File: src/hw/rtl/tcf_pkg.sv
// ----------------------------------------------------------------------------
// tcf_pkg
// shared types, constants and helpers of the temporal convolution forward unit
// ----------------------------------------------------------------------------
package tcf_pkg;

	localparam int MAX_KERNEL_DEF    = 8;
	localparam int MAX_IN_FRAME_DEF  = 16;
	localparam int MAX_OUT_FRAME_DEF = 16;
	localparam int STRIDE_MAX        = 8;

	localparam logic [1:0] REQ_WEIGHT = 2'd0;
	localparam logic [1:0] REQ_BIAS   = 2'd1;
	localparam logic [1:0] REQ_SAMPLE = 2'd2;

	localparam logic [1:0] CFG_KERNEL   = 2'd0;
	localparam logic [1:0] CFG_STRIDE   = 2'd1;
	localparam logic [1:0] CFG_IN_SIZE  = 2'd2;
	localparam logic [1:0] CFG_OUT_SIZE = 2'd3;

	typedef enum logic [1:0] {
		ST_IDLE,
		ST_RUN,
		ST_DRAIN,
		ST_OUT
	} tcf_state_t;

	typedef struct packed {
		logic valid;
		logic first;
	} tcf_ctl_t;

	function automatic logic signed [15:0] sat16(input logic signed [31:0] v);
		logic signed [15:0] r;
		if (v > 32'sd32767) begin
			r = 16'sh7fff;
		end else if (v < -32'sd32768) begin
			r = 16'sh8000;
		end else begin
			r = v[15:0];
		end
		return r;
	endfunction

endpackage

File: src/hw/rtl/tcf_cell.sv
// ----------------------------------------------------------------------------
// tcf_cell
// one output channel: weight row memory, bias, multiply-accumulate, result shift
// ----------------------------------------------------------------------------
module tcf_cell import tcf_pkg::*; #(
	parameter int MAX_KERNEL   = MAX_KERNEL_DEF,
	parameter int MAX_IN_FRAME = MAX_IN_FRAME_DEF,
	parameter int CELL_IDX     = 0,
	parameter int ROW_SPAN     = MAX_KERNEL * MAX_IN_FRAME,
	parameter int AW           = (ROW_SPAN > 1) ? $clog2(ROW_SPAN) : 1
) (
	input  logic                clk,
	input  logic                arst_n,
	input  logic                wr_weight,
	input  logic                wr_bias,
	input  logic [10:0]         wr_index,
	input  logic signed [31:0]  wr_data,
	input  tcf_ctl_t            in_ctl,
	input  logic [AW-1:0]       in_addr,
	input  logic signed [15:0]  in_data,
	output tcf_ctl_t            out_ctl,
	output logic [AW-1:0]       out_addr,
	output logic signed [15:0]  out_data,
	input  logic                load,
	input  logic                shift,
	input  logic signed [31:0]  sh_in,
	output logic signed [31:0]  sh_out
);

	localparam int ACC_W = 34 + AW;
	localparam logic signed [ACC_W-1:0] SAT_MAX = ACC_W'(64'sd2147483647);
	localparam logic signed [ACC_W-1:0] SAT_MIN = -SAT_MAX - ACC_W'(1);

	logic signed [15:0]      wmem [ROW_SPAN];
	logic signed [31:0]      bias_q;
	logic signed [15:0]      w_q;
	tcf_ctl_t                ctl_q;
	logic [AW-1:0]           addr_q;
	logic signed [15:0]      data_q;
	tcf_ctl_t                ctl_s2;
	logic signed [31:0]      prod_s2;
	logic signed [ACC_W-1:0] acc_q;
	logic signed [ACC_W-1:0] acc_base;
	logic signed [31:0]      sat_val;
	logic signed [31:0]      sh_q;
	logic [31:0]             idx32;
	logic [31:0]             base32;
	logic                    w_hit;

	assign idx32  = 32'(wr_index);
	assign base32 = 32'(CELL_IDX * ROW_SPAN);
	assign w_hit  = (idx32 >= base32) && (idx32 < base32 + 32'(ROW_SPAN));

	always_ff @(posedge clk) begin
		if (wr_weight && w_hit) begin
			wmem[AW'(idx32 - base32)] <= sat16(wr_data);
		end
		w_q <= wmem[in_addr];
	end

	always_ff @(posedge clk) begin
		if (wr_bias && (idx32 == 32'(CELL_IDX))) begin
			bias_q <= wr_data;
		end
	end

	always_ff @(posedge clk or negedge arst_n) begin
		if (!arst_n) begin
			ctl_q  <= '0;
			ctl_s2 <= '0;
		end else begin
			ctl_q  <= in_ctl;
			ctl_s2 <= ctl_q;
		end
	end

	always_ff @(posedge clk) begin
		addr_q  <= in_addr;
		data_q  <= in_data;
		prod_s2 <= w_q * data_q;
	end

	assign acc_base = ctl_s2.first ? ACC_W'(bias_q) : acc_q;

	always_ff @(posedge clk) begin
		if (ctl_s2.valid) begin
			acc_q <= acc_base + ACC_W'(prod_s2);
		end
	end

	always_comb begin
		if (acc_q > SAT_MAX) begin
			sat_val = 32'sh7fffffff;
		end else if (acc_q < SAT_MIN) begin
			sat_val = 32'sh80000000;
		end else begin
			sat_val = acc_q[31:0];
		end
	end

	always_ff @(posedge clk) begin
		if (load) begin
			sh_q <= sat_val;
		end else if (shift) begin
			sh_q <= sh_in;
		end
	end

	assign out_ctl  = ctl_q;
	assign out_addr = addr_q;
	assign out_data = data_q;
	assign sh_out   = sh_q;

endmodule

File: config.mk
export PLATFORM = sky130hd
export DESIGN_NAME = tcf_cell
export DESIGN_NICKNAME = d
export VERILOG_FILES = /design/src/hw/rtl/tcf_pkg.sv /design/src/hw/rtl/tcf_cell.sv
export SDC_FILE = /design/constraint.sdc
export NUM_CORES = 2
export LEC_CHECK = 0
export CORE_ASPECT_RATIO = 1.2
export CORE_MARGIN = 2
export CORE_UTILIZATION = 50
export DETAILED_ROUTE_END_ITERATION = 12
export DONT_BUFFER_PORTS = 1
export PLACE_DENSITY = 0.77
export SYNTH_ARGS = -nofsm -noshare
export SYNTH_HDL_FRONTEND = slang
export SYNTH_SLANG_ARGS = --single-unit
File: constraint.sdc
create_clock -name clk -period 11.9 [get_ports clk]
set_clock_uncertainty 0.2 [all_clocks]
set_input_delay 2.38 -clock clk [delete_from_list [all_inputs] [get_ports clk]]
set_output_delay 2.38 -clock clk [all_outputs]
set_load 0.05 [all_outputs]
==> metrics.md <==
| Metric | Value |
|---|---|
| Count of flip-flops with a built-in enable after synthesis | 2,153 |
| Cell taking the most area after synthesis | edfxtp_1 |
| Die outline area | 0.195 mm² |
| Register area | 0.0662 mm² |
| Post-placement worst setup slack | 4.79 ns |
| Cells taking the most area after synthesis | edfxtp_1 (67%), mux4_2 (16%), fa_1 (5.5%), ha_1 (1.6%), dfxtp_1 (1.5%) |
| Cell row count | 176 |
| Hold WS | 0.400 ns |
| Clock latency of the later-clocked register in the worst-skew pair | 0.87 ns |
| Final Hold Fails | 0 |
| Overall Global Routing Usage | 0.230 |
| Post-CTS resize count | 0 |
| Maximum root-to-sink buffer count | 3 |
| Floorplan core area | 0.191 mm² |
| Buffer type at the clock tree root | clkbuf_16 |
| H-Tree Depth | 4 |
| Largest net degree at the start of global routing | 514 |
| Max Cap Violations | 0 |
| Number of hold-repair buffers added at the cts stage | 0 |
| Final sum of negative setup slack | 0 ns |
| Worst path slowest cell | dfxtp_1 |
| Data arrival, critical path | 7.73 ns |
| Num ports | 163 |
| Synthesis-to-layout area growth | 10.8% |
| Post-CTS setup buffers | 0 |
| Commonest register cell after synthesis | edfxtp_1 |
| Portion of the post-synthesis area used by sequential elements | 0.690 |
| Area share of the largest cell type after synthesis | 0.674 |
| Worst reg-to-reg setup slack | 4.75 ns |
| Violations in the final reports | slew limit |
| Global-route wire length before repair | 329,000 µm |
| DRC viols | 0 |
| Overflow left after global routing | 0 |
| DIE WIDTH | 404 µm |
| Final ANT Viol Nets | 0 |
| Peak clock frequency supported by timing | 140 MHz |
| Power density normalized to cell area | 275 mW/mm² |
| Post-synth top cells | edfxtp_1 (2,153), mux4_2 (672), inv_1 (349) |
| Most instantiated library cell after synthesis | edfxtp_1 |
| Initial cell density of the core | 0.502 |
| Library cell appearing most often on the critical path | fa_1 |
| Class of the most critical setup path | flip-flop to flip-flop |
| Unrepaired setup endpoints after global routing | no |
| Input/output buffers | 0 |
| Max VDD drop | 0.835 mV |
| Post-route fraction of the period consumed by the critical path | 0.601 |
| Wire length per cell after detailed routing | 29.3 µm |
| Ratio of cells with drive above 1 in the final layout | 0.232 |
| Crit-path cells | nand2_1, fa_1, inv_1, fa_1, fa_1, fa_1, fa_1, inv_1, fa_1, inv_1, ha_1, a21o_1, a21o_1, a21oi_1, a21boi_0, nor3_1, or3_1, a21oi_1, xnor2_1 |
| Gp weighted congestion | 0.873 |
| Clock tree from TritonCTS | done |
| Proportion of synthesized flip-flops having asynchronous set or reset | 0.00180 |
| Clock Sinks | 2,228 |
| Tot Pwr | 29.2 mW |
| Worst min-delay path class | flip-flop to flip-flop |
| Total of warnings raised by yosys | 0 |
| Area of the multi-input gates | 0.0277 mm² |
| Synth Instances | 4,836 |
| Number of vias after detailed routing | 47,841 |
| Nets | 5,489 |
| Detailed Route Iter0 Violations | 5,970 |
| Number of fill cells in the layout | 13,734 |
| Element type at the critical path end | flip-flop |
| Number of register bits inferred by synthesis | 2,228 |
| TritonCTS Buffers | 204 |
| Sum of net half-perimeters after detailed placement | 128,000 µm |
| Leakage power | 34.1 nW |
| Number of iterations in the first detailed-routing pass | 7 |
| Category of cells accounting for the largest share of critical-path delay | adder cells |
| Maximum fanout along the worst path | 17 |
| Post-detailed-route via-to-cell ratio | 6.24 |
| WP data required | 12.48 ns |
| Worst setup margin | 4.75 ns |
| Final core utilization | 0.556 |
| Number of pins exceeding their max-slew limit in the final report | 106 |
| Post-synthesis cell type count | 63 |
| Crit path largest cell delay | 1.01 ns |
| Post-synthesis average cell area | 19.8 µm² |
| Wirelength, routed | 225,000 µm |
| Crit path launch type | flip-flop |
| Vias in the first global route | 49,173 |
| WP buf/inv | 3 |
| Initial antenna violation count | 12 |
| Result of the run | complete, but fails checks |
| Worst slew margin relative to its limit | -0.206 |
| # setup viols final | 0 |
| Overall die height | 484 µm |
| Register clock-pin slew on the reported worst setup and hold paths | 0.06 ns |
| Post-synthesis instance area | 0.0960 mm² |
| Slew at the pin closest to its max-slew limit | 1.81 ns |
| Syn_nets | 5,327 |
| Shortest clock period the worst path allows after layout | 7.15 ns |
sequential cells by signal, indices dropped and copies added, names as in the netlist, 7 cells and up:
name	count
wmem	2048
acc_q	41
bias_q	32
prod_s2	32
sh_out	32
out_data	16
w_q	16
out_addr	7
worst paths after layout:
path	from	to	cells after the start
setup reg to reg	out_data[4]	prod_s2[29]	19
min in group asynchronous	arst_n	ctl_s2[1]	0
max in group asynchronous	arst_n	ctl_s2[1]	0
hold reg to reg	acc_q[25]	sh_out[25]	2
setup / recovery	out_data[4]	prod_s2[29]	19
hold / removal	acc_q[25]	sh_out[25]	2
cell families (layout without fill, tap and decap cells):
kind of cell | count (synthesis) | in the layout | share of synthesized area
flops | 2228 | 2228 | 0.690
buf+inv | 564 | 896 | 0.0228
mux | 722 | 722 | 0.164
simple gates | 615 | 615 | 0.0299
compound gates | 256 | 256 | 0.0173
fa+ha+maj | 385 | 385 | 0.0708
xor+xnor | 66 | 66 | 0.00602
other cells | 0 | 1 | 0
cell usage in the layout, fill, tap and decap left out, types with 28 or more instances in the layout:
| cell | n |
|---|---|
| o22ai_1 | 31 |
| ha_1 | 122 |
| mux4_2 | 672 |
| buf_4 | 167 |
| nor2_1 | 221 |
| and2_1 | 130 |
| fa_1 | 263 |
| mux2_2 | 47 |
| nand2_1 | 158 |
| edfxtp_1 | 2153 |
| xnor2_1 | 51 |
| a21o_1 | 33 |
| clkinv_1 | 44 |
| clkbuf_16 | 206 |
| o21ai_0 | 45 |
| inv_1 | 349 |
| clkinv_2 | 28 |
| dfxtp_1 | 71 |
| a21oi_1 | 58 |
| clkbuf_1 | 49 |
where the power goes:
part | internal [mW] | switching, mW | leakage (nW)
sequential | 9.11 | 0.290 | 18.9
clock | 3.54 | 2.91 | 3.18
combinational | 5.79 | 7.56 | 12.0
total | 18.4 | 10.8 | 34.1
layer usage:
metal | wire length, µm | global-route usage | vias up
met5 | 40 | 0 | -
met4 | 7560 | 0.0740 | 6
met3 | 20200 | 0.0456 | 412
met2 | 115000 | 0.390 | 2698
met1 | 81400 | 0.300 | 25349
li1 | - | - | 19376
stage by stage:
| stage | cells | instance area [µm²] |
|---|---|---|
| 6_report | 7661 | 106000 |
| 3_3_place_gp | 7280 | 99600 |
| 5_1_grt | 7661 | 106000 |
| 4_1_cts | 7656 | 106000 |
| 3_5_place_dp | 7280 | 99600 |
| 2_1_floorplan | 4836 | 96000 |
worst register-to-register path: stages (launching register included):
cell and delay [ns]:
dfxtp_1 1.01, nand2_1 0.33, fa_1 0.62, inv_1 0.07
fa_1 0.71, fa_1 0.51, fa_1 0.52, fa_1 0.49
inv_1 0.05, fa_1 0.47, inv_1 0.04, ha_1 0.33
a21o_1 0.19, a21o_1 0.18, a21oi_1 0.22, a21boi_0 0.38
nor3_1 0.12, or3_1 0.36, a21oi_1 0.18, xnor2_1 0.13
final cells by class:
class / instances / share of cell area
timing repair buffer: 171 / 0.0128
antenna: 1 / 0.0000235
clock inverter: 113 / 0.0107
multi-input combinational: 2044 / 0.261
tap: 2492 / 0.0293
inverter: 349 / 0.0123
clock buffer: 263 / 0.0513
sequential: 2228 / 0.623
Note: power is estimated with default switching activity, not from simulation.
