## src/hw/rtl/tcf_pkg.sv

```systemverilog
// ----------------------------------------------------------------------------
// tcf_pkg
// shared types, constants and helpers of the temporal convolution forward unit
// ----------------------------------------------------------------------------
package tcf_pkg;

	localparam int MAX_KERNEL_DEF    = 8;
	localparam int MAX_IN_FRAME_DEF  = 16;
	localparam int MAX_OUT_FRAME_DEF = 16;
	localparam int STRIDE_MAX        = 8;

	localparam logic [1:0] REQ_WEIGHT = 2'd0;
	localparam logic [1:0] REQ_BIAS   = 2'd1;
	localparam logic [1:0] REQ_SAMPLE = 2'd2;

	localparam logic [1:0] CFG_KERNEL   = 2'd0;
	localparam logic [1:0] CFG_STRIDE   = 2'd1;
	localparam logic [1:0] CFG_IN_SIZE  = 2'd2;
	localparam logic [1:0] CFG_OUT_SIZE = 2'd3;

	typedef enum logic [1:0] {
		ST_IDLE,
		ST_RUN,
		ST_DRAIN,
		ST_OUT
	} tcf_state_t;

	typedef struct packed {
		logic valid;
		logic first;
	} tcf_ctl_t;

	function automatic logic signed [15:0] sat16(input logic signed [31:0] v);
		logic signed [15:0] r;
		if (v > 32'sd32767) begin
			r = 16'sh7fff;
		end else if (v < -32'sd32768) begin
			r = 16'sh8000;
		end else begin
			r = v[15:0];
		end
		return r;
	endfunction

endpackage

```

## src/hw/rtl/tcf_seq.sv

```systemverilog
// ----------------------------------------------------------------------------
// tcf_seq
// configuration, sample counters, window line store and window sequencer
// ----------------------------------------------------------------------------
module tcf_seq import tcf_pkg::*; #(
	parameter int MAX_KERNEL    = MAX_KERNEL_DEF,
	parameter int MAX_IN_FRAME  = MAX_IN_FRAME_DEF,
	parameter int MAX_OUT_FRAME = MAX_OUT_FRAME_DEF,
	parameter int ROW_SPAN      = MAX_KERNEL * MAX_IN_FRAME,
	parameter int AW            = (ROW_SPAN > 1) ? $clog2(ROW_SPAN) : 1
) (
	input  logic               clk,
	input  logic               arst_n,
	input  logic               in_valid,
	output logic               in_stall,
	input  logic [1:0]         req_type,
	input  logic signed [31:0] value,
	input  logic               start_sequence,
	input  logic               cfg_valid,
	output logic               cfg_ready,
	input  logic [1:0]         cfg_index,
	input  logic [4:0]         cfg_data,
	output logic               wr_weight,
	output logic               wr_bias,
	output tcf_ctl_t           head_ctl,
	output logic [AW-1:0]      head_addr,
	output logic signed [15:0] head_data,
	output logic               load,
	output logic               shift,
	output logic               out_valid,
	input  logic               out_stall,
	output logic [3:0]         out_channel,
	output logic [15:0]        out_frame,
	output logic               last
);

	localparam int EC_W = (MAX_IN_FRAME > 1) ? $clog2(MAX_IN_FRAME) : 1;
	localparam int FS_W = (MAX_KERNEL > 1) ? $clog2(MAX_KERNEL) : 1;
	localparam int FF_W = $clog2(MAX_KERNEL + 1);
	localparam int OC_W = (MAX_OUT_FRAME > 1) ? $clog2(MAX_OUT_FRAME) : 1;
	localparam int DRAIN_LEN = MAX_OUT_FRAME + 4;
	localparam int DC_W = $clog2(DRAIN_LEN + 1);

	tcf_state_t           state_q, state_n;
	logic [3:0]           kw_raw_q, sw_raw_q;
	logic [4:0]           nin_raw_q, nout_raw_q;
	logic [EC_W-1:0]      ec_q, ec_n;
	logic [FS_W-1:0]      fs_q, fs_n, rslot_q, rslot_n;
	logic [FF_W-1:0]      ff_q, ff_n;
	logic [2:0]           sp_q, sp_n;
	logic [15:0]          ofc_q, ofc_n, frame_q;
	logic [AW-1:0]        win_wr_addr, win_rd_addr, waddr_s1;
	logic [EC_W-1:0]      e_q;
	logic [FS_W-1:0]      t_q;
	logic [OC_W-1:0]      oc_q;
	logic [DC_W-1:0]      drain_q;
	logic                 emit;
	logic                 run_end;
	logic                 accept;
	logic                 sample_acc;
	logic                 out_acc;
	logic                 out_end;
	logic signed [15:0]   win [ROW_SPAN];
	logic signed [15:0]   wdata_s1;
	tcf_ctl_t             iss_s1;
	logic [EC_W-1:0]      nin_m1;
	logic [FS_W-1:0]      kw_m1;
	logic [OC_W-1:0]      nout_m1;

	assign accept     = in_valid && !in_stall;
	assign sample_acc = accept && (req_type == REQ_SAMPLE);
	assign wr_weight  = accept && (req_type == REQ_WEIGHT);
	assign wr_bias    = accept && (req_type == REQ_BIAS);
	assign cfg_ready  = 1'b1;
	assign out_acc    = out_valid && !out_stall;

	always_ff @(posedge clk or negedge arst_n) begin
		if (!arst_n) begin
			kw_raw_q   <= 4'd1;
			sw_raw_q   <= 4'd1;
			nin_raw_q  <= 5'd1;
			nout_raw_q <= 5'd1;
		end else if (cfg_valid && cfg_ready) begin
			case (cfg_index)
				CFG_KERNEL:   kw_raw_q   <= cfg_data[3:0];
				CFG_STRIDE:   sw_raw_q   <= cfg_data[3:0];
				CFG_IN_SIZE:  nin_raw_q  <= cfg_data;
				CFG_OUT_SIZE: nout_raw_q <= cfg_data;
				default: ;
			endcase
		end
	end

	// sample counters and window bookkeeping
	always_comb begin
		int kw, sw, nin, nout, ec, fs, ff, sp, rs;
		kw   = (kw_raw_q == 4'd0) ? 1 :
			((int'(kw_raw_q) > MAX_KERNEL) ? MAX_KERNEL : int'(kw_raw_q));
		sw   = (sw_raw_q == 4'd0) ? 1 :
			((int'(sw_raw_q) > STRIDE_MAX) ? STRIDE_MAX : int'(sw_raw_q));
		nin  = (nin_raw_q == 5'd0) ? 1 :
			((int'(nin_raw_q) > MAX_IN_FRAME) ? MAX_IN_FRAME : int'(nin_raw_q));
		nout = (nout_raw_q == 5'd0) ? 1 :
			((int'(nout_raw_q) > MAX_OUT_FRAME) ? MAX_OUT_FRAME : int'(nout_raw_q));
		kw_m1   = FS_W'(kw - 1);
		nin_m1  = EC_W'(nin - 1);
		nout_m1 = OC_W'(nout - 1);

		ec    = start_sequence ? 0 : int'(ec_q);
		fs    = start_sequence ? 0 : int'(fs_q);
		ff    = start_sequence ? 0 : int'(ff_q);
		sp    = start_sequence ? 0 : int'(sp_q);
		ofc_n = start_sequence ? 16'd0 : ofc_q;
		if (ec >= MAX_IN_FRAME) begin
			ec = 0;
		end
		if (fs >= MAX_KERNEL) begin
			fs = 0;
		end
		win_wr_addr = AW'(fs * MAX_IN_FRAME + ec);
		rs = fs + MAX_KERNEL - kw + 1;
		if (rs >= MAX_KERNEL) begin
			rs = rs - MAX_KERNEL;
		end
		rslot_n = FS_W'(rs);
		emit = 1'b0;
		ec = ec + 1;
		if (ec >= nin) begin
			ec = 0;
			fs = (fs + 1 >= MAX_KERNEL) ? 0 : fs + 1;
			if (ff < MAX_KERNEL) begin
				ff = ff + 1;
			end
			if (ff >= kw) begin
				if (sp >= sw) begin
					sp = 0;
				end
				emit = (sp == 0);
				sp = sp + 1;
				if (sp >= sw) begin
					sp = 0;
				end
			end
		end
		ec_n = EC_W'(ec);
		fs_n = FS_W'(fs);
		ff_n = FF_W'(ff);
		sp_n = 3'(sp);
	end

	always_ff @(posedge clk or negedge arst_n) begin
		if (!arst_n) begin
			ec_q  <= '0;
			fs_q  <= '0;
			ff_q  <= '0;
			sp_q  <= '0;
			ofc_q <= '0;
		end else if (sample_acc) begin
			ec_q  <= ec_n;
			fs_q  <= fs_n;
			ff_q  <= ff_n;
			sp_q  <= sp_n;
			ofc_q <= emit ? ofc_n + 16'd1 : ofc_n;
		end
	end

	always_ff @(posedge clk) begin
		if (sample_acc && emit) begin
			frame_q <= ofc_n;
		end
	end

	// window line store
	assign win_rd_addr = AW'(int'(rslot_q) * MAX_IN_FRAME + int'(e_q));

	always_ff @(posedge clk) begin
		if (sample_acc) begin
			win[win_wr_addr] <= sat16(value);
		end
		wdata_s1 <= win[win_rd_addr];
		waddr_s1 <= AW'(int'(t_q) * MAX_IN_FRAME + int'(e_q));
	end

	always_ff @(posedge clk or negedge arst_n) begin
		if (!arst_n) begin
			iss_s1 <= '0;
		end else begin
			iss_s1.valid <= (state_q == ST_RUN);
			iss_s1.first <= (state_q == ST_RUN) && (t_q == '0) && (e_q == '0);
		end
	end

	assign head_ctl  = iss_s1;
	assign head_addr = waddr_s1;
	assign head_data = wdata_s1;

	assign run_end = (t_q == kw_m1) && (e_q == nin_m1);
	assign out_end = out_acc && (oc_q == nout_m1);

	// tap and element walk, drain wait, result count
	always_ff @(posedge clk or negedge arst_n) begin
		if (!arst_n) begin
			e_q     <= '0;
			t_q     <= '0;
			rslot_q <= '0;
			drain_q <= '0;
			oc_q    <= '0;
		end else begin
			case (state_q)
				ST_IDLE: begin
					e_q     <= '0;
					t_q     <= '0;
					rslot_q <= rslot_n;
					drain_q <= DC_W'(DRAIN_LEN);
					oc_q    <= '0;
				end
				ST_RUN: begin
					if (e_q == nin_m1) begin
						e_q <= '0;
						t_q <= t_q + FS_W'(1);
						rslot_q <= (int'(rslot_q) + 1 >= MAX_KERNEL) ? '0 :
							rslot_q + FS_W'(1);
					end else begin
						e_q <= e_q + EC_W'(1);
					end
				end
				ST_DRAIN: begin
					drain_q <= drain_q - DC_W'(1);
				end
				ST_OUT: begin
					if (out_acc) begin
						oc_q <= oc_q + OC_W'(1);
					end
				end
				default: ;
			endcase
		end
	end

	always_ff @(posedge clk or negedge arst_n) begin
		if (!arst_n) begin
			state_q <= ST_IDLE;
		end else begin
			state_q <= state_n;
		end
	end

	always_comb begin
		state_n = state_q;
		case (state_q)
			ST_IDLE:  if (sample_acc && emit) state_n = ST_RUN;
			ST_RUN:   if (run_end) state_n = ST_DRAIN;
			ST_DRAIN: if (drain_q == '0) state_n = ST_OUT;
			ST_OUT:   if (out_end) state_n = ST_IDLE;
			default:  state_n = ST_IDLE;
		endcase
	end

	always_comb begin
		in_stall  = 1'b1;
		load      = 1'b0;
		shift     = 1'b0;
		out_valid = 1'b0;
		case (state_q)
			ST_IDLE:  in_stall = 1'b0;
			ST_RUN:   ;
			ST_DRAIN: load = (drain_q == '0);
			ST_OUT: begin
				out_valid = 1'b1;
				shift     = out_acc;
			end
			default: ;
		endcase
	end

	assign out_channel = 4'(oc_q);
	assign out_frame   = frame_q;
	assign last        = (oc_q == nout_m1);

endmodule

```

## config.mk

```make
export PLATFORM = sky130hd
export DESIGN_NAME = tcf_seq
export DESIGN_NICKNAME = d
export VERILOG_FILES = /design/src/hw/rtl/tcf_pkg.sv /design/src/hw/rtl/tcf_seq.sv
export SDC_FILE = /design/constraint.sdc
export NUM_CORES = 2
export LEC_CHECK = 0
export BUFFER_PORTS_ARGS = -buffer_cell sky130_fd_sc_hd__buf_2
export CAP_MARGIN = 15
export CORE_MARGIN = 3
export CORE_UTILIZATION = 60
export DETAILED_ROUTE_END_ITERATION = 7
export PLACE_DENSITY = 0.77
export SLEW_MARGIN = 20
export SYNTH_ARGS = -nofsm -noshare
export SYNTH_HDL_FRONTEND = slang
export SYNTH_SLANG_ARGS = --single-unit
```

## constraint.sdc

```tcl
create_clock -name clk -period 7.75 [get_ports clk]
set_input_delay 0.775 -clock clk [delete_from_list [all_inputs] [get_ports clk]]
set_output_delay 0.775 -clock clk [all_outputs]
set_load 0.02 [all_outputs]
```

==> out/metrics.yaml <==
status: "completed"
min_path_type: "in -> async"
cp_slowest_cell: "dfrtp_4"
timing.fmax_mhz: 230
ioPinCount: 100
cts_hold_buf: 0
ctsLongestPathBuffers: 3
power.total_w: 0.0298
routed-via-count: 44100
syn_to_final_growth_pct: 11.4
drc: 0
hold_slack_ps: 58.9
syn_avg_cell_area_um2: 20.6
grt-ovfl-total: 0
layout_common_cells: "2064 x edfxtp_1, 503 x mux4_2, 204 x clkbuf_16"
synth_edf_count: 2064
start_util: 0.607
netlist_instances: 4121
fin_crit_sh: 0.560
rrSetupSlack_ps: 3410
layoutNonFillerInstCount: 6420
cp-start-kind: "flop"
grt_max_degree: 119
drv_slew: 0
crit_arrival_ps: 5030
cts_max_level: 4
antenna_found_initial: 9
root_buffer: "clkbuf_16"
drive_above_1_share: 0.256
cts_tree: "done"
cap_violations: 0
cts_made_buffers: 203
clk_latency_ps: 850
cp.required_ps: 8440
placement.io_buffers: 98
period_needed_ps: 4340
fp.dieH_um: 382
seq_area_um2: 64200
rsz0062_at_grt: "no"
layout.nets: 4468
grt_pass1_wl_mm: 310
viasPerCell: 6.86
setup_viol: 0
crit_chain: "buf_12 -> mux4_2 -> nor2b_1 -> a2111oi_0 -> a41oi_1 -> a31oi_1 -> a31oi_1"
synthFlopType: "edfxtp_1"
ys_async_sr_fraction: 0.0329
worstMarginPinSlew_ps: 1160
coreArea_um2: 140000
clkSinkCount: 2158
place_congestion: 0.903
multi_input_area_um2: 19500
rr_startpoint: "e_q[0]"
p_leak_nw: 30.0
syn_area_um2: 85000
pwr_density_cell_nw_per_um2: 315
gr-usage-all-layers: 0.297
peakVddDrop_mv: 0.253
relSlewSlack: 0.223
antenna_left: 0
ys_seq_area_frac: 0.756
hold_viol: 0
die_area_um2: 146000
drt_iter0_drc: 6435
ys_warn_count: 0
crit_fanout: 69
postRouteWirelength_mm: 214
fillers: 8496
drtPass1Iterations: 6
dieWidth_um: 382
final_area_um2: 94600
worstSetupPathType: "reg -> reg"
synth_seq_cells: 2158
synth_cell_types: 77
post-place-cells: 6051
place_hpwl_mm: 122
finalClockSkew_ps: 35.4
wl_per_cell_um: 33.3
grt_pass1_vias: 43400
path_delay_family: "compound AO/OA/AOI/OAI gates"
cp_common_cell: "a31oi_1"
place_area_um2: 88200
ctsResizeCount: 0
postCtsSetupBuffers: 0
clk_pin_slew_ps: 60
synth_fp_nets: 4208
crit_start: "e_q[0]"
critPathMaxStageDelay_ps: 1040
critical_path_buf_inv_count: 1
end_kind: "flop"
mostFrequentLayoutCell: "edfxtp_1"
tns_ps: 0
fp-row-count: 137
cell usage after synthesis (8+ instances only):
master,number,area (um2)
o221ai_1,9,78.8
nor3_1,15,75.1
a22o_1,14,123
o21a_1,32,240
buf_4,39,293
xnor2_1,19,166
xor2_1,18,158
clkbuf_1,93,349
mux2i_1,124,1240
nand3_1,21,105
nand2b_1,21,131
mux2_2,48,541
and2_1,9,56.3
nor2_1,168,631
edfxtp_1,2064,62000
a31o_2,12,105
nand2_1,176,661
nand4_1,15,93.8
a311oi_1,15,131
o21ai_0,64,320
mux4_2,503,11300
inv_1,30,113
a211oi_1,39,293
a31oi_1,33,206
o22ai_1,11,68.8
ha_1,40,500
dfrtp_1,67,1680
nand3b_1,8,60.1
buf_2,60,300
nor2b_1,73,457
a21oi_1,69,345
dfxtp_1,23,460
buf_6,19,214
buf_1,17,63.8
a22oi_1,32,240
layer usage:
layer | vias to the layer above | track usage | share of wire
met3 | 542 | 0.0737 | 0.12
met1 | 22800 | 0.422 | 0.36
met5 | - | 0 | 0.00015
li1 | 17500 | - | -
met4 | 4 | 0.126 | 0.047
met2 | 3212 | 0.448 | 0.47
area by class of cell:
| class | count | area share |
|---|---|---|
| tap | 1876 | 0.0248 |
| multi-input combinational | 1700 | 0.206 |
| timing repair buffer | 286 | 0.0221 |
| clock buffer | 253 | 0.0563 |
| inverter | 32 | 0.00128 |
| clock inverter | 112 | 0.0107 |
| antenna | 3 | 0.0000793 |
| sequential | 2158 | 0.679 |
where the power goes:
| part | total [W] | switching (W) | leakage [nW] | internal, W |
|---|---|---|---|---|
| clock network | 0.00948 | 0.00423 | 3.08 | 0.00525 |
| logic | 0.00703 | 0.00413 | 7.10 | 0.00290 |
| registers | 0.0133 | 0.000330 | 19.8 | 0.0130 |
| total | 0.0298 | 0.00869 | 30.0 | 0.0211 |
through the flow:
| stage | setup slack, ps | utilization |
|---|---|---|
| after floorplan | 3360 | - |
| after global placement | 3000 | 0.630 |
| after detailed placement | 2850 | 0.630 |
| after CTS | 3440 | 0.675 |
| after global routing | 3270 | 0.676 |
| final | 3410 | 0.676 |
cells by family (layout without fill, tap and decap cells):
| group | Yosys count | count (layout) | synth area share |
|---|---|---|---|
| other cells | 1 | 4 | 0.0000441 |
| simple gates | 545 | 545 | 0.0300 |
| flops | 2158 | 2158 | 0.756 |
| compound gates | 397 | 397 | 0.0320 |
| buf+inv | 263 | 683 | 0.0165 |
| mux | 680 | 680 | 0.156 |
| xor+xnor | 37 | 37 | 0.00381 |
| fa+ha+maj | 40 | 40 | 0.00589 |
sequential cells by signal, summed over array words and instances, names as in the netlist, 3 cells and up:
signal and flops:
drain_q 5, e_q 4, ec_q 4, ff_q 4, fs_q 3, head_addr 7, head_data 16, kw_raw_q 4
nin_raw_q 5, nout_raw_q 5, ofc_q 16, out_channel 4, out_frame 16, rslot_q 3, sp_q 3, sw_raw_q 4
t_q 3, win 2048
worst paths after layout:
check | end | cells past startpoint
max in group asynchronous | e_q[2] | 1
min reg2reg | head_addr[4] | 0
min | sw_raw_q[3] | 1
max reg2reg | head_data[9] | 7
min in group clk | nout_raw_q[4] | 2
max | head_data[9] | 7
Power figures use the tool's default switching activity.
